File: src/sv/rrts_pkg.sv
// Package for the round-robin task scheduler core: event codes, task phases,
// beat structs and sequencer states. No dependencies.
package rrts_pkg;

  localparam int unsigned NumTasks = 16;
  localparam int unsigned TidW     = 4;
  localparam int unsigned CntW     = 5;
  localparam int unsigned DivSteps = 17;

  typedef enum logic [2:0] {
    KIND_TICK  = 3'd0,
    KIND_START = 3'd1,
    KIND_YIELD = 3'd2,
    KIND_SLEEP = 3'd3,
    KIND_BLOCK = 3'd4
  } kind_e;

  typedef enum logic [1:0] {
    ST_OK      = 2'd0,
    ST_REFUSED = 2'd1,
    ST_INVALID = 2'd2
  } status_e;

  typedef enum logic [1:0] {
    PH_ABSENT = 2'd0,
    PH_READY  = 2'd1,
    PH_SLEEP  = 2'd2,
    PH_BLOCK  = 2'd3
  } phase_e;

  typedef enum logic [0:0] {
    REG_SLICE_LENGTH = 1'd0,
    REG_TICK_MS      = 1'd1
  } reg_e;

  typedef enum logic [2:0] {
    S_IDLE,
    S_DECODE,
    S_DIV,
    S_SLP_APPLY,
    S_WALK,
    S_FINISH
  } state_e;

  typedef struct packed {
    logic [2:0]  kind;
    logic [3:0]  task_id;
    logic [15:0] sleep_ms;
  } event_t;

  typedef struct packed {
    logic [3:0] current_task;
    logic       idle_running;
    logic       switched;
    logic [1:0] status;
    logic [4:0] ready_count;
  } result_t;

endpackage

File: src/sv/round_robin_task_scheduler_core.sv
// Round-robin task scheduler core: ready queue, sleep list, per-task slice
// and sleep counters under one sequencer. Depends on rrts_pkg.
//
// One event is taken at an edge where start is high and busy is low; its
// result appears on result_o for one cycle with result_valid_o, which cannot
// be stalled. The ready queue is a ring with a head pointer, so rotate, pop
// and push need no shifting. busy stays high while the sequencer decodes
// the event, walks every sleeper on a tick and, for a nonzero sleep, runs
// 17 restoring divide steps and appends the task to the sleep list. The
// result beat comes in the first cycle with busy low, so a new event is
// accepted only once the previous one is through.
module round_robin_task_scheduler_core (
  input  logic                  clk_i,
  input  logic                  rst_ni,
  input  logic                  start,
  output logic                  busy,
  input  rrts_pkg::event_t      event_i,
  output logic                  result_valid_o,
  output rrts_pkg::result_t     result_o,
  input  logic                  cfg_valid_i,
  output logic                  cfg_ready_o,
  input  logic [0:0]            cfg_index_i,
  input  logic [7:0]            cfg_data_i
);

  rrts_pkg::state_e state_q, state_d;

  logic [7:0]                  slice_len_q, tick_ms_q;
  logic [rrts_pkg::TidW-1:0]   rq_q [rrts_pkg::NumTasks];
  logic [rrts_pkg::TidW-1:0]   so_q [rrts_pkg::NumTasks];
  logic [15:0]                 sleep_left_q [rrts_pkg::NumTasks];
  logic [7:0]                  slice_left_q [rrts_pkg::NumTasks];
  rrts_pkg::phase_e            phase_q [rrts_pkg::NumTasks];
  logic [rrts_pkg::TidW-1:0]   rhead_q;
  logic [rrts_pkg::CntW-1:0]   rlen_q, slen_q;
  logic [rrts_pkg::TidW-1:0]   run_q;
  logic                        idle_q;

  rrts_pkg::event_t            ev_q;
  rrts_pkg::status_e           status_q;
  logic [rrts_pkg::CntW-1:0]   rd_idx_q, wr_idx_q;  // sleep list walk
  logic [7:0]                  rem_q;
  logic [16:0]                 num_q;               // dividend, then quotient
  logic [4:0]                  dcnt_q;
  rrts_pkg::result_t           result_q;
  logic                        result_valid_q;

  logic [rrts_pkg::TidW-1:0]   head_w, tail_w, tid_w, walk_t_w, rq_wd_w;
  logic [rrts_pkg::TidW-1:0]   so_wa_w, so_wd_w, fin_task_w;
  logic [7:0]                  div_w;
  logic [8:0]                  div_sh_w, div_sub_w;
  logic [16:0]                 div_num_w;
  logic                        div_ge_w, has_run_w, multi_w, push_ok_w, cur_exp_w;
  logic                        start_ok_w, walk_exp_w, last_walk_w, fin_idle_w;
  logic                        rotate_w, pop_w, push_w, start_go_w, wake_w;
  logic                        rq_we_w, so_we_w;
  rrts_pkg::status_e           dec_status_w;
  rrts_pkg::result_t           fin_result_w;

  assign busy           = (state_q != rrts_pkg::S_IDLE);
  assign cfg_ready_o    = (state_q == rrts_pkg::S_IDLE);
  assign result_o       = result_q;
  assign result_valid_o = result_valid_q;

  always_ff @(posedge clk_i or negedge rst_ni) begin
    if (!rst_ni) begin
      slice_len_q <= 8'd10;
      tick_ms_q   <= 8'd10;
    end else if (cfg_valid_i && cfg_ready_o) begin
      if (cfg_index_i == rrts_pkg::REG_SLICE_LENGTH) slice_len_q <= cfg_data_i;
      else tick_ms_q <= cfg_data_i;
    end
  end

  always_ff @(posedge clk_i or negedge rst_ni) begin
    if (!rst_ni) state_q <= rrts_pkg::S_IDLE;
    else state_q <= state_d;
  end

  assign head_w      = rq_q[rhead_q];
  assign tail_w      = rhead_q + rlen_q[rrts_pkg::TidW-1:0];
  assign tid_w       = ev_q.task_id;
  assign walk_t_w    = so_q[rd_idx_q[rrts_pkg::TidW-1:0]];
  assign has_run_w   = !idle_q && (rlen_q != 5'd0);
  assign multi_w     = (rlen_q > 5'd1);
  assign push_ok_w   = (rlen_q < 5'(rrts_pkg::NumTasks));
  assign cur_exp_w   = (slice_left_q[head_w] <= 8'd1);
  assign start_ok_w  = (phase_q[tid_w] == rrts_pkg::PH_ABSENT) ||
                       (phase_q[tid_w] == rrts_pkg::PH_BLOCK);
  assign walk_exp_w  = (sleep_left_q[walk_t_w] <= 16'd1);
  assign last_walk_w = (rd_idx_q + 5'd1 == slen_q);
  assign fin_idle_w  = (rlen_q == 5'd0);
  assign fin_task_w  = fin_idle_w ? run_q : head_w;

  // Restoring divide step for rounding a sleep up to ticks
  assign div_w     = (tick_ms_q == 8'd0) ? 8'd1 : tick_ms_q;
  assign div_sh_w  = {rem_q, num_q[16]};
  assign div_ge_w  = (div_sh_w >= {1'b0, div_w});
  assign div_sub_w = div_sh_w - {1'b0, div_w};
  assign div_num_w = {1'b0, ev_q.sleep_ms} + {9'd0, div_w} - 17'd1;

  assign start_go_w = (state_q == rrts_pkg::S_DECODE) &&
                      (ev_q.kind == rrts_pkg::KIND_START) && start_ok_w;
  assign wake_w     = (state_q == rrts_pkg::S_WALK) && walk_exp_w;
  assign push_w     = (start_go_w || wake_w) && push_ok_w;
  assign pop_w      = ((state_q == rrts_pkg::S_DECODE) &&
                       (ev_q.kind == rrts_pkg::KIND_BLOCK) && has_run_w) ||
                      (state_q == rrts_pkg::S_SLP_APPLY);
  assign rotate_w   = (state_q == rrts_pkg::S_DECODE) && multi_w &&
                      (((ev_q.kind == rrts_pkg::KIND_TICK) && has_run_w && cur_exp_w) ||
                       (ev_q.kind == rrts_pkg::KIND_YIELD) ||
                       ((ev_q.kind == rrts_pkg::KIND_SLEEP) && has_run_w &&
                        (ev_q.sleep_ms == 16'd0)));

  assign rq_we_w = rotate_w || push_w;
  assign rq_wd_w = rotate_w ? head_w : (wake_w ? walk_t_w : tid_w);

  // Append a new sleeper, and keep surviving sleepers in order by compacting the list in place
  assign so_we_w = ((state_q == rrts_pkg::S_SLP_APPLY) &&
                    (slen_q < 5'(rrts_pkg::NumTasks))) ||
                   ((state_q == rrts_pkg::S_WALK) && !walk_exp_w);
  assign so_wa_w = (state_q == rrts_pkg::S_WALK) ? wr_idx_q[rrts_pkg::TidW-1:0]
                                                 : slen_q[rrts_pkg::TidW-1:0];
  assign so_wd_w = (state_q == rrts_pkg::S_WALK) ? walk_t_w : head_w;

  always_comb begin
    dec_status_w = rrts_pkg::ST_OK;
    case (ev_q.kind)
      rrts_pkg::KIND_TICK:  dec_status_w = rrts_pkg::ST_OK;
      rrts_pkg::KIND_START: if (!start_ok_w) dec_status_w = rrts_pkg::ST_INVALID;
      rrts_pkg::KIND_YIELD: if (rlen_q == 5'd0) dec_status_w = rrts_pkg::ST_REFUSED;
      rrts_pkg::KIND_SLEEP,
      rrts_pkg::KIND_BLOCK: if (!has_run_w) dec_status_w = rrts_pkg::ST_INVALID;
      default:              dec_status_w = rrts_pkg::ST_INVALID;
    endcase
  end

  always_comb begin
    fin_result_w.current_task = fin_idle_w ? 4'd0 : fin_task_w;
    fin_result_w.idle_running = fin_idle_w;
    fin_result_w.switched     = (idle_q != fin_idle_w) ||
                                (!fin_idle_w && (run_q != fin_task_w));
    fin_result_w.status       = status_q;
    fin_result_w.ready_count  = rlen_q;
  end

  always_comb begin
    state_d = state_q;
    case (state_q)
      rrts_pkg::S_IDLE:      if (start) state_d = rrts_pkg::S_DECODE;
      rrts_pkg::S_DECODE: begin
        state_d = rrts_pkg::S_FINISH;
        if ((ev_q.kind == rrts_pkg::KIND_TICK) && (slen_q != 5'd0))
          state_d = rrts_pkg::S_WALK;
        else if ((ev_q.kind == rrts_pkg::KIND_SLEEP) && has_run_w &&
                 (ev_q.sleep_ms != 16'd0))
          state_d = rrts_pkg::S_DIV;
      end
      rrts_pkg::S_DIV:       if (dcnt_q == 5'd1) state_d = rrts_pkg::S_SLP_APPLY;
      rrts_pkg::S_SLP_APPLY: state_d = rrts_pkg::S_FINISH;
      rrts_pkg::S_WALK:      if (last_walk_w) state_d = rrts_pkg::S_FINISH;
      rrts_pkg::S_FINISH:    state_d = rrts_pkg::S_IDLE;
      default:               state_d = rrts_pkg::S_IDLE;
    endcase
  end

  always_ff @(posedge clk_i) begin
    if (rq_we_w) rq_q[tail_w] <= rq_wd_w;
    if (so_we_w) so_q[so_wa_w] <= so_wd_w;
  end

  always_ff @(posedge clk_i or negedge rst_ni) begin
    if (!rst_ni) begin
      rhead_q        <= '0;
      rlen_q         <= '0;
      slen_q         <= '0;
      run_q          <= '0;
      idle_q         <= 1'b1;
      ev_q           <= '0;
      status_q       <= rrts_pkg::ST_OK;
      rd_idx_q       <= '0;
      wr_idx_q       <= '0;
      rem_q          <= '0;
      num_q          <= '0;
      dcnt_q         <= '0;
      result_q       <= '0;
      result_valid_q <= 1'b0;
      for (int i = 0; i < rrts_pkg::NumTasks; i++) begin
        sleep_left_q[i] <= '0;
        slice_left_q[i] <= '0;
        phase_q[i]      <= rrts_pkg::PH_ABSENT;
      end
    end else begin
      result_valid_q <= (state_q == rrts_pkg::S_FINISH);
      if (rotate_w || pop_w) rhead_q <= rhead_q + 4'd1;
      if (pop_w) rlen_q <= rlen_q - 5'd1;
      else if (push_w) rlen_q <= rlen_q + 5'd1;
      case (state_q)
        rrts_pkg::S_IDLE: if (start) ev_q <= event_i;
        rrts_pkg::S_DECODE: begin
          status_q <= dec_status_w;
          rd_idx_q <= '0;
          wr_idx_q <= '0;
          num_q    <= div_num_w;
          rem_q    <= '0;
          dcnt_q   <= 5'(rrts_pkg::DivSteps);
          case (ev_q.kind)
            rrts_pkg::KIND_TICK: begin
              if (has_run_w) begin
                if (cur_exp_w) slice_left_q[head_w] <= slice_len_q;
                else slice_left_q[head_w] <= slice_left_q[head_w] - 8'd1;
              end
            end
            rrts_pkg::KIND_START: begin
              if (phase_q[tid_w] == rrts_pkg::PH_ABSENT) begin
                slice_left_q[tid_w] <= slice_len_q;
                phase_q[tid_w]      <= rrts_pkg::PH_READY;
              end else if (phase_q[tid_w] == rrts_pkg::PH_BLOCK) begin
                phase_q[tid_w] <= rrts_pkg::PH_READY;
              end
            end
            rrts_pkg::KIND_BLOCK: if (has_run_w) phase_q[head_w] <= rrts_pkg::PH_BLOCK;
            default: ;
          endcase
        end
        rrts_pkg::S_DIV: begin
          rem_q  <= div_ge_w ? div_sub_w[7:0] : div_sh_w[7:0];
          num_q  <= {num_q[15:0], div_ge_w};
          dcnt_q <= dcnt_q - 5'd1;
        end
        rrts_pkg::S_SLP_APPLY: begin
          phase_q[head_w]      <= rrts_pkg::PH_SLEEP;
          sleep_left_q[head_w] <= num_q[15:0];
          if (slen_q < 5'(rrts_pkg::NumTasks)) slen_q <= slen_q + 5'd1;
        end
        rrts_pkg::S_WALK: begin
          rd_idx_q <= rd_idx_q + 5'd1;
          if (walk_exp_w) begin
            // drop the sleeper from the list and wake it
            sleep_left_q[walk_t_w] <= '0;
            phase_q[walk_t_w]      <= rrts_pkg::PH_READY;
            if (last_walk_w) slen_q <= wr_idx_q;
          end else begin
            sleep_left_q[walk_t_w] <= sleep_left_q[walk_t_w] - 16'd1;
            wr_idx_q               <= wr_idx_q + 5'd1;
            if (last_walk_w) slen_q <= wr_idx_q + 5'd1;
          end
        end
        rrts_pkg::S_FINISH: begin
          idle_q   <= fin_idle_w;
          run_q    <= fin_task_w;
          result_q <= fin_result_w;
        end
        default: ;
      endcase
    end
  end

endmodule

File: config.mk
export PLATFORM = sky130hd
export DESIGN_NAME = round_robin_task_scheduler_core
export DESIGN_NICKNAME = d
export VERILOG_FILES = /design/src/sv/rrts_pkg.sv /design/src/sv/round_robin_task_scheduler_core.sv
export SDC_FILE = /design/constraint.sdc
export NUM_CORES = 2
export LEC_CHECK = 0
export BUFFER_PORTS_ARGS = -buffer_cell sky130_fd_sc_hd__buf_4
export CAP_MARGIN = 20
export CELL_PAD_IN_SITES_DETAIL_PLACEMENT = 0
export CELL_PAD_IN_SITES_GLOBAL_PLACEMENT = 2
export CORE_MARGIN = 2
export CORE_UTILIZATION = 30
export CTS_BUF_LIST = sky130_fd_sc_hd__clkbuf_2
export DETAILED_ROUTE_END_ITERATION = 10
export PLACE_DENSITY = 0.72
export RECOVER_POWER = 50
export SLEW_MARGIN = 15
export SYNTH_ARGS = -nofsm -noshare
export SYNTH_HDL_FRONTEND = slang
export SYNTH_SLANG_ARGS = --single-unit
export TNS_END_PERCENT = 1
File: constraint.sdc
create_clock -name clk_i -period 5.3 [get_ports clk_i]
set_clock_uncertainty 0.1 [all_clocks]
set_input_delay 1.06 -clock clk_i [delete_from_list [all_inputs] [get_ports clk_i]]
set_output_delay 1.06 -clock clk_i [all_outputs]
set_load 0.1 [all_outputs]
# Word-level counts from Yosys, hierarchy flattened
# Memories as Yosys holds them, arrays and structs flattened.
# Cells that the tools add are included.
# totals
ff_bits	533
ramBits	128
inputBits	36
output_inout_bits	16
wordCells	273
mem_count	2
# mem_list
memory	depth	word_bits	read_ports	rd_ports_with_merged_regs	wr	line_no	source
rq_q	16	4	1	0	1	round_robin_task_scheduler_core.sv:29	logic [rrts_pkg::TidW-1:0] rq_q [rrts_pkg::NumTasks];
so_q	16	4	1	0	1	round_robin_task_scheduler_core.sv:30	logic [rrts_pkg::TidW-1:0] so_q [rrts_pkg::NumTasks];
# op_classes
add_sub_neg	13
n_lt_le_gt_ge	12
eq_ne	25
mux	75
n_bitwise	16
reduce_logical	59
# op_table
cell	count
bitwise mux 256 bit	2
case mux 256 bit (2 select lines)	1
bitwise mux 128 bit	3
two-way mux 128 bit	3
bitwise AND 256 bit	1
two-way mux 256 bit	1
inverter 256 bit	1
case mux 128 bit (2 select lines)	1
demux 16 bit (select 4 bit)	2
two-way mux 32 bit	4
case mux 32 bit (3 select lines)	1
binary-select mux 16 bit (select 4 bit)	1
demux 8 bit (select 4 bit)	2
two-way mux 16 bit	4
case mux 32 bit (2 select lines)	1
bitwise AND 16 bit	3
two-way mux 8 bit	6
inverter 16 bit	3
OR 16 bit	3
case mux 5 bit (2 select lines)	4
two-way mux 5 bit	7
case mux 17 bit (2 select lines)	1
binary-select mux 8 bit (select 4 bit)	1
OR 32 bit	1
57 further kinds	143

# Logic depth before layout (Yosys ltp)
# An unclocked memory read counts as a cell.
# logic_depth
ltp_word	13
mapped_depth	24
depth_no_buf	20

# Worst setup path after synthesis
# No wires, ideal clock.
# synth_path
path_kind	reg-to-reg
from	register rd_idx_q[0] in the netlist's numbering
to	memory rq_q[0][0] in the netlist's numbering (data pin)
setup_ns	0.330
arrival_time_ns	5.185
required_time_ns	4.870
path_slack_ns	-0.316
path_stages_with_launch	23
path_buffers	8
period_less_slack_ns	5.616
cell_sequence	dfrtp_1 buf_6 buf_4 mux4_2 a22oi_2 o21ai_1 buf_2 buf_2 buf_2 buf_2 mux4_2 a22oi_1 and3_1 ha_1 nor2_1 or3_1 nor3_2 nand4_2 buf_2 clkbuf_1 nor2_1 a21oi_1 o21ai_0
# synth_between
elab_chain_cells	9
# synth_lines
element	line_no	source
start, declared	round_robin_task_scheduler_core.sv:41	logic [rrts_pkg::CntW-1:0] rd_idx_q, wr_idx_q;
start signal, assigned	round_robin_task_scheduler_core.sv:237	rd_idx_q <= rd_idx_q + 5'd1;
memory read (16 x 4 bit) *	--	
inverter 4 -> 5 bit (implied by the code)	round_robin_task_scheduler_core.sv:90	assign walk_exp_w = (sleep_left_q[walk_t_w] <= 16'd1);
binary-select mux 16 bit (select 4 bit)	round_robin_task_scheduler_core.sv:90	
two-way mux 16 bit (implied by the code) (2 in series)	round_robin_task_scheduler_core.sv:90	
less-or-equal comparator 16 x 1 -> 1 bit	round_robin_task_scheduler_core.sv:90	
logical AND 1 bit	round_robin_task_scheduler_core.sv:104	assign wake_w = (state_q == rrts_pkg::S_WALK) && walk_exp_w;
two-way mux 4 bit * (2 in series)	round_robin_task_scheduler_core.sv:116	assign rq_wd_w = rotate_w ? head_w : (wake_w ? walk_t_w : tid_w);
via rq_wd_w (one bit)	round_robin_task_scheduler_core.sv:48	logic [rrts_pkg::TidW-1:0] head_w, tail_w, tid_w, walk_t_w, rq_wd_w;
end, declared	round_robin_task_scheduler_core.sv:29	
# The timed path passes the listed nets; every way through them passes the cells marked *. The select of a mux whose other input is x is not followed.

# Worst setup path in the final report
# layout_path
from	register rd_idx_q[0] in the netlist's numbering
to	memory rq_q[4][0] in the netlist's numbering (enable)
# layout_between
elab_chain_cells	12
# layout_lines
element	line_no	source
memory read (16 x 4 bit)	--	
inverter 4 -> 5 bit (implied by the code)	round_robin_task_scheduler_core.sv:90	
binary-select mux 16 bit (select 4 bit)	round_robin_task_scheduler_core.sv:90	
two-way mux 16 bit (implied by the code) (2 in series)	round_robin_task_scheduler_core.sv:90	
less-or-equal comparator 16 x 1 -> 1 bit	round_robin_task_scheduler_core.sv:90	
logical AND 1 bit	round_robin_task_scheduler_core.sv:104	
logical OR 1 bit	round_robin_task_scheduler_core.sv:105	assign push_w = (start_go_w || wake_w) && push_ok_w;
logical AND 1 bit	round_robin_task_scheduler_core.sv:105	
logical OR 1 bit	round_robin_task_scheduler_core.sv:115	assign rq_we_w = rotate_w || push_w;
two-way mux 1 bit	round_robin_task_scheduler_core.sv:168	if (rq_we_w) rq_q[tail_w] <= rq_wd_w;
two-way mux 1 bit (implied by the code)	round_robin_task_scheduler_core.sv:168	
# Every way passes these cells. The select of a mux whose other input is x is not followed.

==> impl_metrics.tcl <==
set metrics [dict create \
    status "finished, violations left" \
    violations "capacitance limit, slew limit" \
    leakagePower_nw 17.4 \
    synth_cell_types 102 \
    async_reset_ff_share_pct 80.6 \
    drt-total-wl_um 146000 \
    period_share_pct 98.3 \
    rsz0062_at_grt "yes" \
    num_vias 32300 \
    synth_area_leaders "dfrtp_1 37%, edfxtp_1 11%, nand2_1 6.0%, o221ai_1 5.7%, mux4_2 5.6%" \
    synth_most_common_cell "nand2_1" \
    drc 0 \
    r2r-end "rq_q[4][0]$_DFFE_PP_" \
    port_buffers 51 \
    hp-start "cfg_data_i[1]" \
    synth_top_family_by_area "compound AO/OA/AOI/OAI gates" \
    syn-cell-area_um2 35500 \
    antenna_found_initial 6 \
    post-synth-top-area-cell "dfrtp_1" \
    via_per_inst 5.82 \
    drv_slew 535 \
    finalCriticalPeriod_ns 5.21 \
    synth_warnings 0 \
    whs_path_depth 3 \
    tritoncts "yes" \
    clock.fmax_mhz 192 \
    core.rowCount 126 \
    dp_cells 5124 \
    hold_violations 0 \
    worstSkewPairLatency_ns 1.66 \
    first_global_vias 31500 \
    crit_path_end_kind "flop" \
    dr.pass1.iters 7 \
    hpwl_um 99700 \
    tightest_slew_ns 3.34 \
    cts.sinks 661 \
    nNetsFinal 3949 \
    start_util_pct 30.2 \
    grt_pass1_wl_um 216000 \
    grt_max_degree 134 \
    synth_edf_count 128 \
    final_area_um2 41800 \
    vdd_ir_drop_max_mv 0.822 \
    synthFlopType "dfrtp_1" \
    cts_root_buf "clkbuf_2" \
    yosysSeqAreaShare_pct 48.4 \
    cts_buffers 183 \
    hold_class "in2reg" \
    ant_nets 0 \
    rr_startpoint "rd_idx_q[0]$_DFFE_PN0P_" \
    clock_path_buffers 3 \
    synth-compound-area-share_pct 21.2 \
    path_clk_slew_ns 0.10 \
    dieArea_um2 121000 \
    syn2layout_area_growth_pct 17.8 \
    syn_inst 3525 \
    grtUsageTotal_pct 23.7 \
    wire_per_inst_um 26.2 \
    crit_type "reg2reg" \
    cap_viol_max_count 8 \
    powerDensity_nw_per_um2 767 \
    ys_ff_latch 661 \
    yosysTopAreaCellShare_pct 37.2 \
    min_to "tick_ms_q[1]$_DFFE_PN1P_" \
    drt-initial-drc-count 3681 \
    reg2reg_setup_slack_ns 0.09 \
    synthMuxAreaShare_pct 8.41 \
    startpoint_type "flop" \
    fin_cells 5551 \
    setup_viol_count_final 0 \
    place_congestion 0.921 \
    core-area_um2 118000 \
    synth.avg_cell_area_um2 10.1 \
    drive_gt1_share_pct 20.7 \
    io_pins 52 \
    synthXorXnorAreaFrac_pct 1.33 \
    crit_arrival_ns 6.41 \
    rr_worst_depth 18 \
    cp.required_ns 6.50 \
    critPathMaxFanout 22 \
    syn_nets 3618 \
    dieWidth_um 348 \
    dpl_cell_area_um2 39200 \
    grt_overflow 0 \
    relSlewSlack_pct -123 \
    chipHeight_um 348 \
    synth_fa_ha_area_share_pct 2.07 \
    h-tree-depth 4 \
    yosys.area_share.simple_pct 14.3 \
    synth_common_cells "568 x nand2_1, 528 x dfrtp_1, 239 x o21ai_0, 237 x nor2_1, 231 x o221ai_1" \
]
final cells by class:
type / instances / area [um2]
inverters: 111 / 417
clock inverters: 62 / 408
multi-input cells: 2494 / 17000
clock buffers: 274 / 1370
flip-flops and latches: 661 / 17200
fillers: 12000 / 75900
well taps: 1536 / 1920
repair buffers: 405 / 3480
diodes: 8 / 20.0
power by group:
part,switching (mW),internal (mW),total (mW)
clock network,2.44,1.65,4.09
logic,12.7,6.87,19.6
registers,1.46,6.98,8.44
total,16.6,15.5,32.1
per-stage QoR:
stage          hold WS [ns]  utilization [%]  TNS (ns)  worst slack, ns  total power [mW]
4_1_cts            0.000453             35.5         0       0.00000799              31.7
6_report              0.194             35.5         0           0.0920              32.1
3_3_place_gp          0.359             33.3   -0.0225         -0.00576              27.4
5_1_grt              0.0329             35.5     -2.90           -0.112              33.9
3_5_place_dp          0.362             33.3         0           0.0152              27.5
2_1_floorplan         0.339                -    -0.991          -0.0312              19.3
layout by cell type (no fill, tap or decap), drive strengths merged, types with 38 or more instances in the layout:
cell type | synthesis | layout
nand3 | 78 | 78
mux2i | 57 | 57
inv | 111 | 114
nor3 | 73 | 73
clkbuf | 164 | 290
dlygate4sd3 | 0 | 77
mux4 | 88 | 88
buf | 95 | 310
nand2 | 568 | 568
edfxtp | 128 | 128
o211ai | 49 | 49
ha | 54 | 54
o22ai | 45 | 45
dfrtp | 528 | 528
o221ai | 233 | 233
a22oi | 111 | 111
clkinv | 0 | 51
xnor2 | 38 | 38
o21ai | 258 | 258
a221o | 39 | 39
a21oi | 138 | 138
nor2 | 238 | 238
how the worst max path moves through the flow:
stage / slack (ns) / endpoint / startpoint
2_1_floorplan: -0.03 / rq_q[8][0]$_DFFE_PP_ / rhead_q[0]$_DFFE_PN0P_
3_3_place_gp: -0.006 / so_q[0][3]$_DFFE_PP_ / rd_idx_q[0]$_DFFE_PN0P_
3_5_place_dp: 0.02 / so_q[0][3]$_DFFE_PP_ / rd_idx_q[0]$_DFFE_PN0P_
4_1_cts: 0.000008 / rq_q[4][2]$_DFFE_PP_ / rd_idx_q[0]$_DFFE_PN0P_
5_1_grt: -0.11 / rq_q[4][1]$_DFFE_PP_ / rd_idx_q[0]$_DFFE_PN0P_
6_report: 0.09 / rq_q[4][0]$_DFFE_PP_ / rd_idx_q[0]$_DFFE_PN0P_
state kept, by name (all words and copies together) (netlist names), 2 cells and up:
name          count
num_q            17
run_q             4
slen_q            5
rlen_q            5
tid_w             4
wr_idx_q          5
slice_len_q       8
rem_q             8
state_q           3
rhead_q           4
status_q          2
phase_q          32
result_o         13
rq_q             64
dcnt_q            5
so_q             64
tick_ms_q         8
ev_q             19
slice_left_q    128
rd_idx_q          5
sleep_left_q    256
repair_timing:
action | 4_1_cts | 5_1_grt
buffers inserted | 0 | 2
hold buffers | 78 | 0
endpoints found under the setup margin | 29 | 292
hold endpoints to repair | 571 | 0
gates cloned | 0 | 1
resized for setup | 2 | 35
pin swaps | 0 | 5
worst max-delay path, stage by stage (launching register included):
cell and delay [ns]:
dfrtp_1 0.41, buf_12 0.19, mux4_2 0.53, a22oi_2 0.31, o21ai_4 0.14, buf_12 0.19, buf_12 0.17, mux4_2 0.31
a22oi_1 0.39, o211ai_1 0.20, nand4b_4 0.23, nor3b_4 0.40, nand4_2 0.21, buf_12 0.23, a21oi_2 0.12, buf_4 0.14
o211ai_1 0.22, nor3_1 0.19, buf_4 0.16
metal layers:
metal	track usage (%)	vias to the layer above	wire, um	part of all wire, %
met1	33.2	16300	63800	44
met5	0	-	14	0.0096
li1	-	14100	-	-
met4	9.30	2	5380	3.7
met3	4.83	306	11800	8.1
met2	35.8	1621	64600	44
kinds of logic after synthesis:
kind of cell | Yosys count
xor gates and xnor gates | 53
muxes | 181
adders and majority gates | 57
and+or+nand+nor | 1140
buffers and inverters | 370
AOI/OAI and AO/OA | 1063
DFF | 661
No activity file was read; power rests on OpenSTA's default activity.
